## config.mk

```make
export PLATFORM = sky130hd
export DESIGN_NAME = target_follow_decision_top_flat
export DESIGN_NICKNAME = d
export VERILOG_FILES = /design/src/design/tfd_pkg.sv /design/src/design/tfd_if.sv /design/src/design/tfd_lane.sv /design/src/design/target_follow_decision_top.sv /design/src/flat_wrapper.sv
export SDC_FILE = /design/constraint.sdc
export NUM_CORES = 1
export LEC_CHECK = 0
export BUFFER_PORTS_ARGS = -buffer_cell sky130_fd_sc_hd__buf_2
export CORE_ASPECT_RATIO = 1.1
export CORE_MARGIN = 4
export CORE_UTILIZATION = 63
export DETAILED_ROUTE_END_ITERATION = 10
export PLACE_DENSITY_LB_ADDON = 0.05
export SKIP_CTS_REPAIR_TIMING = 1
export SYNTH_ARGS = -nofsm -noshare
export SYNTH_HDL_FRONTEND = slang
export SYNTH_SLANG_ARGS = --single-unit
```

## constraint.sdc

```tcl
create_clock -name clk -period 24 [get_ports clk]
set_clock_uncertainty 0.2 [all_clocks]
set_input_delay 2.4 -clock clk [delete_from_list [all_inputs] [get_ports clk]]
set_output_delay 2.4 -clock clk [all_outputs]
set_load 0.03 [all_outputs]
```

## src/design/tfd_pkg.sv

```systemverilog
// Shared package for the target follow decision block.
// Register map, mode codes, microcode format and the control program.
// No dependencies.
package tfd_pkg;

	localparam int WINDOW_DEPTH_DEF = 7;
	localparam int COORD_WIDTH_DEF  = 16;

	localparam int CFG_W   = 15;
	localparam int WAIT_W  = 8;
	localparam int IDX_W   = 3;
	localparam int SPEED_W = 16;
	localparam int MODE_W  = 2;

	localparam logic [IDX_W-1:0] REG_FOLLOW_DIST = 3'd0;
	localparam logic [IDX_W-1:0] REG_DEAD_BAND   = 3'd1;
	localparam logic [IDX_W-1:0] REG_DEPTH_LIMIT = 3'd2;
	localparam logic [IDX_W-1:0] REG_LOST_WAIT   = 3'd3;
	localparam logic [IDX_W-1:0] REG_FWD_SPEED   = 3'd4;
	localparam logic [IDX_W-1:0] REG_TURN_RATE   = 3'd5;

	localparam logic [CFG_W-1:0]  RST_FOLLOW_DIST = 15'd256;
	localparam logic [CFG_W-1:0]  RST_DEAD_BAND   = 15'd77;
	localparam logic [CFG_W-1:0]  RST_DEPTH_LIMIT = 15'd1792;
	localparam logic [WAIT_W-1:0] RST_LOST_WAIT   = 8'd10;
	localparam logic [CFG_W-1:0]  RST_FWD_SPEED   = 15'd115;
	localparam logic [CFG_W-1:0]  RST_TURN_RATE   = 15'd38;

	typedef enum logic [MODE_W-1:0] {
		MODE_DRIVE       = 2'd0,
		MODE_NAV_BLOCKED = 2'd1,
		MODE_NAV_LOST    = 2'd2
	} mode_t;

	typedef enum logic [3:0] {
		OP_NOP,
		OP_LATCH,
		OP_UPDATE,
		OP_SCAN_INIT,
		OP_SCAN,
		OP_NUMER,
		OP_DIVIDE,
		OP_MEAN,
		OP_DECIDE
	} op_t;

	typedef enum logic [2:0] {
		C_NEVER,
		C_ALWAYS,
		C_NO_INPUT,
		C_EMPTY,
		C_SCAN_MORE,
		C_DIV_MORE,
		C_OUT_BUSY
	} cond_t;

	localparam int STEP_W = 4;
	typedef logic [STEP_W-1:0] step_t;

	localparam step_t STEP_WAIT   = 4'd0;
	localparam step_t STEP_UPDATE = 4'd1;
	localparam step_t STEP_INIT   = 4'd2;
	localparam step_t STEP_SCAN   = 4'd3;
	localparam step_t STEP_NUMER  = 4'd4;
	localparam step_t STEP_DIVIDE = 4'd5;
	localparam step_t STEP_MEAN   = 4'd6;
	localparam step_t STEP_HOLD   = 4'd7;
	localparam step_t STEP_DECIDE = 4'd8;

	// jump to target when cond holds, else fall through to the next step
	typedef struct packed {
		logic  ready;
		op_t   op;
		cond_t cond;
		step_t target;
	} ctrl_t;

	function automatic ctrl_t ucode(input step_t s);
		ctrl_t c;
		unique case (s)
			STEP_WAIT:   c = '{1'b1, OP_LATCH,     C_NO_INPUT,  STEP_WAIT};
			STEP_UPDATE: c = '{1'b0, OP_UPDATE,    C_NEVER,     STEP_WAIT};
			STEP_INIT:   c = '{1'b0, OP_SCAN_INIT, C_EMPTY,     STEP_HOLD};
			STEP_SCAN:   c = '{1'b0, OP_SCAN,      C_SCAN_MORE, STEP_SCAN};
			STEP_NUMER:  c = '{1'b0, OP_NUMER,     C_NEVER,     STEP_WAIT};
			STEP_DIVIDE: c = '{1'b0, OP_DIVIDE,    C_DIV_MORE,  STEP_DIVIDE};
			STEP_MEAN:   c = '{1'b0, OP_MEAN,      C_NEVER,     STEP_WAIT};
			STEP_HOLD:   c = '{1'b0, OP_NOP,       C_OUT_BUSY,  STEP_HOLD};
			STEP_DECIDE: c = '{1'b0, OP_DECIDE,    C_ALWAYS,    STEP_WAIT};
			default:     c = '{1'b0, OP_NOP,       C_ALWAYS,    STEP_WAIT};
		endcase
		return c;
	endfunction

endpackage

```

## src/design/tfd_if.sv

```systemverilog
// Valid/ready channel interfaces for detection frames and decisions.
// Depends on tfd_pkg.
interface tfd_frame_if
	import tfd_pkg::*;
#(
	parameter int COORD_WIDTH = COORD_WIDTH_DEF
) ();
	logic                          valid;
	logic                          ready;
	logic                          target_seen;
	logic                          target_reachable;
	logic signed [COORD_WIDTH-1:0] pos_x;
	logic signed [COORD_WIDTH-1:0] pos_y;

	modport source (output valid, target_seen, target_reachable, pos_x, pos_y, input ready);
	modport sink (input valid, target_seen, target_reachable, pos_x, pos_y, output ready);
endinterface

interface tfd_result_if
	import tfd_pkg::*;
#(
	parameter int COORD_WIDTH = COORD_WIDTH_DEF
) ();
	logic                          valid;
	logic                          ready;
	logic [MODE_W-1:0]             mode;
	logic signed [SPEED_W-1:0]     linear_speed;
	logic signed [SPEED_W-1:0]     angular_speed;
	logic signed [COORD_WIDTH-1:0] goal_x;
	logic signed [COORD_WIDTH-1:0] goal_y;

	modport source (output valid, mode, linear_speed, angular_speed, goal_x, goal_y,
		input ready);
	modport sink (input valid, mode, linear_speed, angular_speed, goal_x, goal_y,
		output ready);
endinterface

```

## src/design/tfd_lane.sv

```systemverilog
// One axis of the window datapath: sum and extremes scan, trimmed numerator,
// restoring divide one bit per cycle, signed mean. Depends on tfd_pkg.
module tfd_lane
	import tfd_pkg::*;
#(
	parameter int COORD_WIDTH  = COORD_WIDTH_DEF,
	parameter int WINDOW_DEPTH = WINDOW_DEPTH_DEF
) (
	input  logic                                 clk,
	input  logic                                 arst_n,
	input  op_t                                  op,
	input  logic signed [COORD_WIDTH-1:0]        entry,
	input  logic                                 trim,
	input  logic [$clog2(WINDOW_DEPTH+1)-1:0]    divisor,
	output logic signed [COORD_WIDTH-1:0]        mean
);

	localparam int CW    = $clog2(WINDOW_DEPTH + 1);
	localparam int SUM_W = COORD_WIDTH + CW;

	logic signed [SUM_W-1:0]       sum_q;
	logic signed [COORD_WIDTH-1:0] mx_q;
	logic signed [COORD_WIDTH-1:0] mn_q;
	logic                          neg_q;
	logic [SUM_W-1:0]              quo_q;
	logic [CW-1:0]                 rem_q;
	logic signed [COORD_WIDTH-1:0] mean_q;

	logic signed [SUM_W-1:0]       entry_e;
	logic signed [SUM_W-1:0]       mx_e;
	logic signed [SUM_W-1:0]       mn_e;
	logic signed [SUM_W-1:0]       num;
	logic signed [SUM_W-1:0]       num_neg;
	logic [SUM_W-1:0]              num_mag;
	logic [CW:0]                   r2;
	logic [CW:0]                   r_sub;
	logic                          fits;
	logic [COORD_WIDTH-1:0]        q_low;
	logic signed [COORD_WIDTH-1:0] mean_n;

	assign entry_e = SUM_W'(entry);
	assign mx_e    = SUM_W'(mx_q);
	assign mn_e    = SUM_W'(mn_q);
	assign num     = trim ? (sum_q - mx_e - mn_e) : sum_q;
	assign num_neg = -num;
	assign num_mag = num[SUM_W-1] ? num_neg : num;

	assign r2    = {rem_q, quo_q[SUM_W-1]};
	assign fits  = r2 >= {1'b0, divisor};
	assign r_sub = r2 - {1'b0, divisor};

	assign q_low  = quo_q[COORD_WIDTH-1:0];
	assign mean_n = neg_q ? -q_low : q_low;
	assign mean   = mean_q;

	always_ff @(posedge clk) begin
		unique case (op)
			OP_SCAN_INIT: begin
				sum_q <= '0;
				mx_q  <= {1'b1, {(COORD_WIDTH-1){1'b0}}};
				mn_q  <= {1'b0, {(COORD_WIDTH-1){1'b1}}};
			end
			OP_SCAN: begin
				sum_q <= sum_q + entry_e;
				if (entry > mx_q) begin
					mx_q <= entry;
				end
				if (entry < mn_q) begin
					mn_q <= entry;
				end
			end
			OP_NUMER: begin
				neg_q <= num[SUM_W-1];
				quo_q <= num_mag;
				rem_q <= '0;
			end
			OP_DIVIDE: begin
				rem_q <= fits ? r_sub[CW-1:0] : r2[CW-1:0];
				quo_q <= {quo_q[SUM_W-2:0], fits};
			end
			default: ;
		endcase
	end

	always_ff @(posedge clk or negedge arst_n) begin
		if (!arst_n) begin
			mean_q <= '0;
		end else if (op == OP_MEAN) begin
			mean_q <= mean_n;
		end
	end

endmodule

```

## src/design/target_follow_decision_top.sv

```systemverilog
// Target follow decision: microcoded sequencer over a position window,
// trimmed mean per axis and mode/steering decision. Depends on tfd_pkg,
// tfd_if (channels) and tfd_lane.
//
//  channel   | dir | transfer when        | payload
//  frame     | in  | frame.valid & ready  | target_seen, target_reachable, pos_x, pos_y
//  result    | out | result.valid & ready | mode, linear/angular_speed, goal_x, goal_y
//  wr_*      | in  | wr_en                | wr_index, wr_data
//
// A frame occupies the sequencer through the window scan, one stored entry
// per cycle (up to 7 entries with defaults), the serial divider, the mean
// step and the decision step, before the next frame is taken.
// With an empty window the scan, divide and mean steps are skipped.
// The result register holds one decision; the next frame is taken while it
// waits, and the sequencer stalls before its decision step until it drains.
// Reset clears the window count, history, lost counter, means and held goal.
module target_follow_decision_top
	import tfd_pkg::*;
#(
	parameter int WINDOW_DEPTH = WINDOW_DEPTH_DEF,
	parameter int COORD_WIDTH  = COORD_WIDTH_DEF
) (
	input  logic              clk,
	input  logic              arst_n,
	input  logic              wr_en,
	input  logic [IDX_W-1:0]  wr_index,
	input  logic [CFG_W-1:0]  wr_data,
	tfd_frame_if.sink         frame,
	tfd_result_if.source      result
);

	localparam int CW    = $clog2(WINDOW_DEPTH + 1);
	localparam int IW    = $clog2(WINDOW_DEPTH);
	localparam int SUM_W = COORD_WIDTH + CW;
	localparam int DCW   = $clog2(SUM_W);
	localparam int E_W   = (COORD_WIDTH > CFG_W ? COORD_WIDTH : CFG_W) + 2;

	// configuration
	logic [CFG_W-1:0]  fd_q, db_q, dl_q, fs_q, tr_q;
	logic [WAIT_W-1:0] lw_q;

	// sequencer
	step_t         step_q;
	ctrl_t         ctrl;
	logic          jump;
	logic [IW-1:0] ptr_q;
	logic [DCW-1:0] div_cnt_q;

	// frame and state
	logic                          fr_seen_q, fr_reach_q;
	logic signed [COORD_WIDTH-1:0] fr_x_q, fr_y_q;
	logic signed [COORD_WIDTH-1:0] wx_q [WINDOW_DEPTH];
	logic signed [COORD_WIDTH-1:0] wy_q [WINDOW_DEPTH];
	logic [CW-1:0]                 count_q;
	logic                          have_hist_q;
	logic [WAIT_W-1:0]             lost_q;
	logic signed [COORD_WIDTH-1:0] held_x_q, held_y_q;

	// result register
	logic                          out_valid_q;
	mode_t                         out_mode_q;
	logic signed [SPEED_W-1:0]     out_lin_q, out_ang_q;

	// datapath
	logic [CW-1:0]                 ptr_start;
	logic                          trim;
	logic [CW-1:0]                 divisor;
	logic signed [COORD_WIDTH-1:0] mean_x, mean_y;
	logic signed [E_W-1:0]         x_e, y_e, dl_e, fd_e, db_e, nb_e, err_x;
	logic signed [SPEED_W-1:0]     fs_s, tr_s;
	logic                          store;
	logic [WAIT_W-1:0]             lost_inc;

	mode_t                         dec_mode;
	logic signed [SPEED_W-1:0]     dec_lin, dec_ang;
	logic signed [COORD_WIDTH-1:0] goal_x_n, goal_y_n;
	logic [WAIT_W-1:0]             lost_n;

	assign ctrl        = ucode(step_q);
	assign frame.ready = ctrl.ready;

	always_comb begin
		unique case (ctrl.cond)
			C_NEVER:     jump = 1'b0;
			C_ALWAYS:    jump = 1'b1;
			C_NO_INPUT:  jump = !frame.valid;
			C_EMPTY:     jump = (count_q == '0);
			C_SCAN_MORE: jump = (ptr_q != IW'(WINDOW_DEPTH - 1));
			C_DIV_MORE:  jump = (div_cnt_q != '0);
			C_OUT_BUSY:  jump = out_valid_q && !result.ready;
			default:     jump = 1'b1;
		endcase
	end

	assign ptr_start = CW'(WINDOW_DEPTH) - count_q;
	assign trim      = count_q >= CW'(3);
	assign divisor   = trim ? (count_q - CW'(2)) : count_q;

	assign x_e   = E_W'(fr_x_q);
	assign y_e   = E_W'(fr_y_q);
	assign dl_e  = E_W'(dl_q);
	assign fd_e  = E_W'(fd_q);
	assign db_e  = E_W'(db_q);
	assign nb_e  = -db_e;
	assign err_x = x_e - fd_e;
	assign fs_s  = SPEED_W'(fs_q);
	assign tr_s  = SPEED_W'(tr_q);
	assign store = fr_seen_q && (x_e < dl_e);

	assign lost_inc = (lost_q < lw_q) ? (lost_q + WAIT_W'(1)) : lost_q;

	tfd_lane #(.COORD_WIDTH(COORD_WIDTH), .WINDOW_DEPTH(WINDOW_DEPTH)) u_lane_x (
		.clk     (clk),
		.arst_n  (arst_n),
		.op      (ctrl.op),
		.entry   (wx_q[ptr_q]),
		.trim    (trim),
		.divisor (divisor),
		.mean    (mean_x)
	);

	tfd_lane #(.COORD_WIDTH(COORD_WIDTH), .WINDOW_DEPTH(WINDOW_DEPTH)) u_lane_y (
		.clk     (clk),
		.arst_n  (arst_n),
		.op      (ctrl.op),
		.entry   (wy_q[ptr_q]),
		.trim    (trim),
		.divisor (divisor),
		.mean    (mean_y)
	);

	always_comb begin
		dec_mode = MODE_DRIVE;
		dec_lin  = '0;
		dec_ang  = '0;
		goal_x_n = held_x_q;
		goal_y_n = held_y_q;
		lost_n   = lost_q;
		if (fr_seen_q) begin
			lost_n = '0;
			if (fr_reach_q) begin
				if (err_x > db_e) begin
					dec_lin = fs_s;
				end else if (err_x < nb_e) begin
					dec_lin = -fs_s;
				end
				if (y_e > db_e) begin
					dec_ang = tr_s;
				end else if (y_e < nb_e) begin
					dec_ang = -tr_s;
				end
			end else begin
				dec_mode = MODE_NAV_BLOCKED;
				if (x_e > dl_e) begin
					goal_x_n = mean_x;
					goal_y_n = mean_y;
				end else begin
					goal_x_n = fr_x_q;
					goal_y_n = fr_y_q;
				end
			end
		end else if (have_hist_q) begin
			lost_n = lost_inc;
			if (lost_inc >= lw_q) begin
				dec_mode = MODE_NAV_LOST;
				goal_x_n = mean_x;
				goal_y_n = mean_y;
			end
		end
	end

	always_ff @(posedge clk or negedge arst_n) begin
		if (!arst_n) begin
			step_q      <= STEP_WAIT;
			fd_q        <= RST_FOLLOW_DIST;
			db_q        <= RST_DEAD_BAND;
			dl_q        <= RST_DEPTH_LIMIT;
			lw_q        <= RST_LOST_WAIT;
			fs_q        <= RST_FWD_SPEED;
			tr_q        <= RST_TURN_RATE;
			count_q     <= '0;
			have_hist_q <= 1'b0;
			lost_q      <= '0;
			held_x_q    <= '0;
			held_y_q    <= '0;
			out_valid_q <= 1'b0;
		end else begin
			step_q <= jump ? ctrl.target : step_q + STEP_W'(1);
			if (wr_en) begin
				unique case (wr_index)
					REG_FOLLOW_DIST: fd_q <= wr_data;
					REG_DEAD_BAND:   db_q <= wr_data;
					REG_DEPTH_LIMIT: dl_q <= wr_data;
					REG_LOST_WAIT:   lw_q <= wr_data[WAIT_W-1:0];
					REG_FWD_SPEED:   fs_q <= wr_data;
					REG_TURN_RATE:   tr_q <= wr_data;
					default: ;
				endcase
			end
			if (ctrl.op == OP_UPDATE && store) begin
				have_hist_q <= 1'b1;
				if (count_q < CW'(WINDOW_DEPTH)) begin
					count_q <= count_q + CW'(1);
				end
			end
			if (result.valid && result.ready) begin
				out_valid_q <= 1'b0;
			end
			if (ctrl.op == OP_DECIDE) begin
				lost_q      <= lost_n;
				held_x_q    <= goal_x_n;
				held_y_q    <= goal_y_n;
				out_valid_q <= 1'b1;
			end
		end
	end

	always_ff @(posedge clk) begin
		unique case (ctrl.op)
			OP_LATCH: begin
				if (frame.valid) begin
					fr_seen_q  <= frame.target_seen;
					fr_reach_q <= frame.target_reachable;
					fr_x_q     <= frame.pos_x;
					fr_y_q     <= frame.pos_y;
				end
			end
			OP_UPDATE: begin
				if (store) begin
					for (int i = 0; i < WINDOW_DEPTH - 1; i++) begin
						wx_q[i] <= wx_q[i+1];
						wy_q[i] <= wy_q[i+1];
					end
					wx_q[WINDOW_DEPTH-1] <= fr_x_q;
					wy_q[WINDOW_DEPTH-1] <= fr_y_q;
				end
			end
			OP_SCAN_INIT: ptr_q <= ptr_start[IW-1:0];
			OP_SCAN:      ptr_q <= ptr_q + IW'(1);
			OP_NUMER:     div_cnt_q <= DCW'(SUM_W - 1);
			OP_DIVIDE:    div_cnt_q <= div_cnt_q - DCW'(1);
			OP_DECIDE: begin
				out_mode_q <= dec_mode;
				out_lin_q  <= dec_lin;
				out_ang_q  <= dec_ang;
			end
			default: ;
		endcase
	end

	assign result.valid         = out_valid_q;
	assign result.mode          = out_mode_q;
	assign result.linear_speed  = out_lin_q;
	assign result.angular_speed = out_ang_q;
	assign result.goal_x        = held_x_q;
	assign result.goal_y        = held_y_q;

endmodule

```

## src/flat_wrapper.sv

```systemverilog
// flat-port wrapper written by rule: the top's interface ports become plain ports
module target_follow_decision_top_flat import tfd_pkg::*;
#(
	parameter int WINDOW_DEPTH = WINDOW_DEPTH_DEF,
	parameter int COORD_WIDTH  = COORD_WIDTH_DEF
)
  (clk, arst_n, wr_en, wr_index, wr_data, frame_valid, frame_target_seen, frame_target_reachable, frame_pos_x, frame_pos_y, frame_ready, result_valid, result_mode, result_linear_speed, result_angular_speed, result_goal_x, result_goal_y, result_ready);
  tfd_frame_if #(.COORD_WIDTH(COORD_WIDTH)) frame_i ();
  tfd_result_if #(.COORD_WIDTH(COORD_WIDTH)) result_i ();
  input  logic clk;
  input  logic arst_n;
  input  logic wr_en;
  input  logic [IDX_W-1:0] wr_index;
  input  logic [CFG_W-1:0] wr_data;
  input wire logic [$bits(frame_i.valid)-1:0] frame_valid;
  input wire logic [$bits(frame_i.target_seen)-1:0] frame_target_seen;
  input wire logic [$bits(frame_i.target_reachable)-1:0] frame_target_reachable;
  input wire logic [$bits(frame_i.pos_x)-1:0] frame_pos_x;
  input wire logic [$bits(frame_i.pos_y)-1:0] frame_pos_y;
  output wire logic [$bits(frame_i.ready)-1:0] frame_ready;
  output wire logic [$bits(result_i.valid)-1:0] result_valid;
  output wire logic [$bits(result_i.mode)-1:0] result_mode;
  output wire logic [$bits(result_i.linear_speed)-1:0] result_linear_speed;
  output wire logic [$bits(result_i.angular_speed)-1:0] result_angular_speed;
  output wire logic [$bits(result_i.goal_x)-1:0] result_goal_x;
  output wire logic [$bits(result_i.goal_y)-1:0] result_goal_y;
  input wire logic [$bits(result_i.ready)-1:0] result_ready;
  assign frame_i.valid = frame_valid;
  assign frame_i.target_seen = frame_target_seen;
  assign frame_i.target_reachable = frame_target_reachable;
  assign frame_i.pos_x = frame_pos_x;
  assign frame_i.pos_y = frame_pos_y;
  assign frame_ready = frame_i.ready;
  assign result_valid = result_i.valid;
  assign result_mode = result_i.mode;
  assign result_linear_speed = result_i.linear_speed;
  assign result_angular_speed = result_i.angular_speed;
  assign result_goal_x = result_i.goal_x;
  assign result_goal_y = result_i.goal_y;
  assign result_i.ready = result_ready;
  target_follow_decision_top #(.WINDOW_DEPTH(WINDOW_DEPTH), .COORD_WIDTH(COORD_WIDTH)) u_core (.clk(clk), .arst_n(arst_n), .wr_en(wr_en), .wr_index(wr_index), .wr_data(wr_data), .frame(frame_i), .result(result_i));
endmodule
```

==> run_summary.xml <==
<?xml version="1.0" encoding="UTF-8"?>
<metrics>
  <group name="logic_synthesis">
    <metric name="per_instance_average_area_after_synthesis" unit="um2">11.5</metric>
    <metric name="netlist_area_before_placement" unit="um2">35000</metric>
    <metric name="yosysSeqAreaShare" unit="%">50.5</metric>
    <metric name="synthFlopType" unit="">sky130_fd_sc_hd__edfxtp_1</metric>
    <metric name="main_combinational_cell_family_by_area_after_synthesis" unit="">adder cells</metric>
    <metric name="complex_gate_fraction_of_the_synthesized_area" unit="%">10.9</metric>
    <metric name="synth_async_sr_flop_share" unit="%">26.7</metric>
    <metric name="synth_top_cells_by_area" unit="">sky130_fd_sc_hd__edfxtp_1 38%, sky130_fd_sc_hd__dfrtp_1 10%, sky130_fd_sc_hd__ha_1 9.8%</metric>
    <metric name="synthesized_instance_count" unit="">3029</metric>
    <metric name="synth_nets" unit="">3400</metric>
    <metric name="post_synth_xor_xnor_area" unit="%">4.08</metric>
    <metric name="synth.area.mux_share" unit="%">7.80</metric>
    <metric name="synthDominantCellAreaShare" unit="%">38.5</metric>
    <metric name="synthDistinctLibCells" unit="">89</metric>
    <metric name="cell_type_contributing_the_most_total_cell_area_after_synthesis" unit="">sky130_fd_sc_hd__edfxtp_1</metric>
    <metric name="synth_fa_ha_area_share" unit="%">12.1</metric>
    <metric name="yosys.area_share.simple" unit="%">11.6</metric>
    <metric name="ys_warn_count" unit="">0</metric>
    <metric name="synth_seq_cells" unit="">615</metric>
    <metric name="synth-edff-count" unit="">448</metric>
  </group>
  <group name="sta">
    <metric name="report.final.slew_viol_count" unit="">0</metric>
    <metric name="hold_violations" unit="">0</metric>
    <metric name="layout_min_cycle_time" unit="ns">5.66</metric>
    <metric name="final.period_utilization" unit="%">23.6</metric>
    <metric name="timing.final.ws_setup" unit="ns">18.34</metric>
    <metric name="setup_tns" unit="ns">0</metric>
    <metric name="worst_case_hold_slack" unit="ns">0.242</metric>
    <metric name="max_slew_margin" unit="%">16.7</metric>
    <metric name="final_report_setup_violation_count" unit="">0</metric>
    <metric name="peak_clock_frequency_supported_by_timing" unit="GHz">0.177</metric>
    <metric name="grt_setup_unrepaired" unit="">no</metric>
    <metric name="worstMarginPinSlew" unit="ns">1.25</metric>
  </group>
  <group name="critical_path">
    <metric name="kind_of_end_point_of_the_critical_path" unit="">flip-flop</metric>
    <metric name="crit_arrival" unit="ns">5.79</metric>
    <metric name="critical_path_required" unit="ns">24.13</metric>
    <metric name="setup.worst_path.class" unit="">reg -&gt; reg</metric>
    <metric name="critical_path.max_fanout" unit="">47</metric>
    <metric name="worstSetupStartpointType" unit="">flip-flop</metric>
  </group>
  <group name="die">
    <metric name="floorplan.rows" unit="">90</metric>
    <metric name="horizontal_die_dimension" unit="um">233</metric>
    <metric name="core_region_area" unit="um2">54800</metric>
    <metric name="top_level_ports" unit="">125</metric>
    <metric name="die-height" unit="um">255</metric>
    <metric name="die_area" unit="um2">59300</metric>
    <metric name="initial_core_util" unit="%">63.7</metric>
  </group>
  <group name="placement">
    <metric name="detailed_place_hpwl" unit="um">62800</metric>
    <metric name="gpl.final_weighted_congestion" unit="">0.912</metric>
    <metric name="io_buffer_count" unit="">124</metric>
    <metric name="dp_slack" unit="ns">18.32</metric>
    <metric name="placement.cell_area" unit="um2">36400</metric>
  </group>
  <group name="worst_hold_path">
    <metric name="type_of_the_most_critical_hold_path" unit="">reg -&gt; reg</metric>
  </group>
  <group name="detailed_routing">
    <metric name="num_vias" unit="">24200</metric>
    <metric name="drt-pass1-iter-count" unit="">5</metric>
    <metric name="detailroute.wirelength.met2" unit="um">41500</metric>
    <metric name="antenna_violating_nets_post_route" unit="">0</metric>
    <metric name="dr.max_layer_used" unit="">met5</metric>
    <metric name="met1Wirelength" unit="um">37000</metric>
    <metric name="route.final.wire_length" unit="um">86500</metric>
    <metric name="drc" unit="">0</metric>
    <metric name="dr.first_iter.drc_count" unit="">1892</metric>
    <metric name="detailroute.wirelength.met3" unit="um">5220</metric>
    <metric name="detail_route.vias_per_cell" unit="">6.13</metric>
    <metric name="wl_cell" unit="um">21.9</metric>
  </group>
  <group name="clock_tree">
    <metric name="cts-htree-levels" unit="">3</metric>
    <metric name="clock_tree.root_cell" unit="">sky130_fd_sc_hd__clkbuf_16</metric>
    <metric name="clock_sink_count" unit="">615</metric>
    <metric name="clk_path_buf_depth" unit="">3</metric>
    <metric name="insertion_delay" unit="ns">0.60</metric>
    <metric name="cts-buffers-inserted" unit="">66</metric>
    <metric name="clk_transition_reported_paths" unit="ns">0.06</metric>
    <metric name="tritoncts" unit="">done</metric>
  </group>
  <group name="grt">
    <metric name="globalRouteOverflowTotal" unit="">0</metric>
    <metric name="track_usage" unit="%">29.4</metric>
    <metric name="first_global_vias" unit="">24500</metric>
    <metric name="grt_first_pass_wirelength" unit="um">136000</metric>
    <metric name="grt_start_max_net_pins" unit="">87</metric>
    <metric name="antenna_found_initial" unit="">3</metric>
  </group>
  <group name="run">
    <metric name="cap_viol_max_count" unit="">0</metric>
  </group>
  <group name="final_layout">
    <metric name="layout-drive-gt1-share" unit="%">15.7</metric>
    <metric name="postLayoutCellArea" unit="um2">38600</metric>
    <metric name="area_growth" unit="%">10.4</metric>
    <metric name="finalNetCount" unit="">3529</metric>
    <metric name="fill_cells" unit="">3968</metric>
  </group>
  <group name="outcome">
    <metric name="outcome" unit="">finished, final reports clean</metric>
  </group>
</metrics>
## worst paths after layout
check                              startpoint                   endpoint  slack, ns  depth (start not counted)
max                                 flip-flop  u_core.u_lane_y.sum_q[18]      18.34                         18
min                        u_core.wx_q[1][13]         u_core.wx_q[0][13]       0.24                          0
max reg2reg                         flip-flop  u_core.u_lane_y.sum_q[18]      18.34                         18
min reg2reg                u_core.wx_q[1][13]         u_core.wx_q[0][13]       0.24                          0
max in group asynchronous              arst_n    u_core.result.goal_y[8]      20.09                          3
min in group asynchronous              arst_n           u_core.lost_q[6]       1.51                          1
## cell usage in the layout, fill, tap and decap left out, drive strengths merged, types with 25 or more instances in the layout
cell type,Yosys,final
and2,39,39
xnor2,79,79
dfrtp,146,146
buf,19,154
nand3,44,44
nand2b,31,31
nor3,52,52
inv,189,192
ha,273,273
nand4,27,27
nor2b,34,34
o21a,25,25
mux2i,52,52
a21oi,129,129
o21ai,268,268
clkinv,0,25
mux2,132,132
or2,36,36
or3,30,30
nor2,160,160
edfxtp,448,448
a21o,53,53
mux4,32,32
nand2,277,277
xor2,82,82
fa,41,41
clkbuf,74,80
## synth_stat cells, types with 10 or more instances
| cell | n |
|---|---|
| sky130_fd_sc_hd__and2_1 | 39 |
| sky130_fd_sc_hd__mux2_2 | 132 |
| sky130_fd_sc_hd__mux2i_1 | 52 |
| sky130_fd_sc_hd__nand3_1 | 44 |
| sky130_fd_sc_hd__a21oi_1 | 128 |
| sky130_fd_sc_hd__nand4_1 | 27 |
| sky130_fd_sc_hd__nor3_1 | 52 |
| sky130_fd_sc_hd__and3_1 | 12 |
| sky130_fd_sc_hd__o41ai_1 | 10 |
| sky130_fd_sc_hd__or4_1 | 12 |
| sky130_fd_sc_hd__or2_2 | 34 |
| sky130_fd_sc_hd__inv_1 | 188 |
| sky130_fd_sc_hd__dfstp_2 | 18 |
| sky130_fd_sc_hd__o211ai_1 | 14 |
| sky130_fd_sc_hd__o31ai_1 | 18 |
| sky130_fd_sc_hd__nor2_1 | 159 |
| sky130_fd_sc_hd__o21ai_1 | 10 |
| sky130_fd_sc_hd__clkbuf_1 | 73 |
| sky130_fd_sc_hd__nor2b_1 | 34 |
| sky130_fd_sc_hd__a211oi_1 | 19 |
| sky130_fd_sc_hd__nand2b_1 | 31 |
| sky130_fd_sc_hd__mux4_2 | 32 |
| sky130_fd_sc_hd__dfrtp_1 | 146 |
| sky130_fd_sc_hd__o21a_1 | 25 |
| sky130_fd_sc_hd__a31oi_1 | 15 |
| sky130_fd_sc_hd__xor2_1 | 81 |
| sky130_fd_sc_hd__or3_1 | 29 |
| sky130_fd_sc_hd__o21ai_0 | 257 |
| sky130_fd_sc_hd__xnor2_1 | 78 |
| sky130_fd_sc_hd__edfxtp_1 | 448 |
| sky130_fd_sc_hd__ha_1 | 273 |
| sky130_fd_sc_hd__a21o_1 | 53 |
| sky130_fd_sc_hd__nand2_1 | 277 |
| sky130_fd_sc_hd__fa_1 | 41 |
| sky130_fd_sc_hd__nor4_1 | 15 |
## routing by layer
layer  GRT usage, %  vias to the layer above
li1               -                    11300
met2           48.3                      784
met1           40.2                    11900
met5              0                        -
met4           10.4                        4
met3           4.65                      180
## through the flow
stage | utilization (%) | instances
after detailed placement | 66.4 | 3826
after CTS | 70.3 | 3946
after global placement | 66.4 | 3826
after floorplan | - | 3029
final | 70.4 | 3948
after global routing | 70.3 | 3946
## flip-flops by register name (all words and copies together) (netlist names), 16 cells and up, named ones only
name / count
u_core.u_lane_y.mean: 16
u_core.wy_q: 112
u_core.u_lane_x.mx_q: 16
u_core.fr_x_q: 16
u_core.u_lane_x.mean: 16
u_core.fr_y_q: 16
u_core.u_lane_y.sum_q: 19
u_core.u_lane_y.mn_q: 16
u_core.u_lane_x.sum_q: 19
u_core.result.linear_speed: 16
u_core.u_lane_x.quo_q: 19
u_core.u_lane_y.mx_q: 16
u_core.wx_q: 112
u_core.result.goal_y: 16
u_core.result.goal_x: 16
u_core.u_lane_x.mn_q: 16
u_core.u_lane_y.quo_q: 19
u_core.result.angular_speed: 16
## critical path, stage by stage (launching register included)
cell and delay, ns:
sky130_fd_sc_hd__dfxtp_4 0.56, sky130_fd_sc_hd__buf_4 0.74, sky130_fd_sc_hd__mux4_2 0.59, sky130_fd_sc_hd__mux2i_1 0.34
sky130_fd_sc_hd__inv_1 0.09, sky130_fd_sc_hd__ha_1 0.22, sky130_fd_sc_hd__inv_1 0.07, sky130_fd_sc_hd__fa_1 0.18
sky130_fd_sc_hd__nor2b_1 0.07, sky130_fd_sc_hd__o21ai_0 0.22, sky130_fd_sc_hd__a21boi_0 0.17, sky130_fd_sc_hd__o21ai_0 0.27
sky130_fd_sc_hd__a21oi_1 0.16, sky130_fd_sc_hd__a41o_1 0.28, sky130_fd_sc_hd__o41ai_1 0.48, sky130_fd_sc_hd__o21ai_0 0.25
sky130_fd_sc_hd__a31oi_1 0.26, sky130_fd_sc_hd__xnor2_1 0.14, sky130_fd_sc_hd__nor2_1 0.05
## kinds of logic after synthesis
group           after synthesis
xor+xnor                    161
buf+inv                     282
flops                       615
fa+ha+maj                   314
simple gates                816
compound gates              625
mux                         216
## cell type report
cell class	instances	area, um2	share of cell area, %
Inverter	189	709	1.84
Sequential cell	615	17600	45.7
Timing Repair Buffer	154	852	2.21
Clock buffer	80	1750	4.52
Tap cell	736	921	2.39
Clock inverter	40	419	1.09
Multi-Input combinational cell	2132	16300	42.2
Antenna cell	2	5.00	0.0130
Power is not shown: default switching activity piles up to over one toggle a cycle in this logic, so the estimate is an artifact.
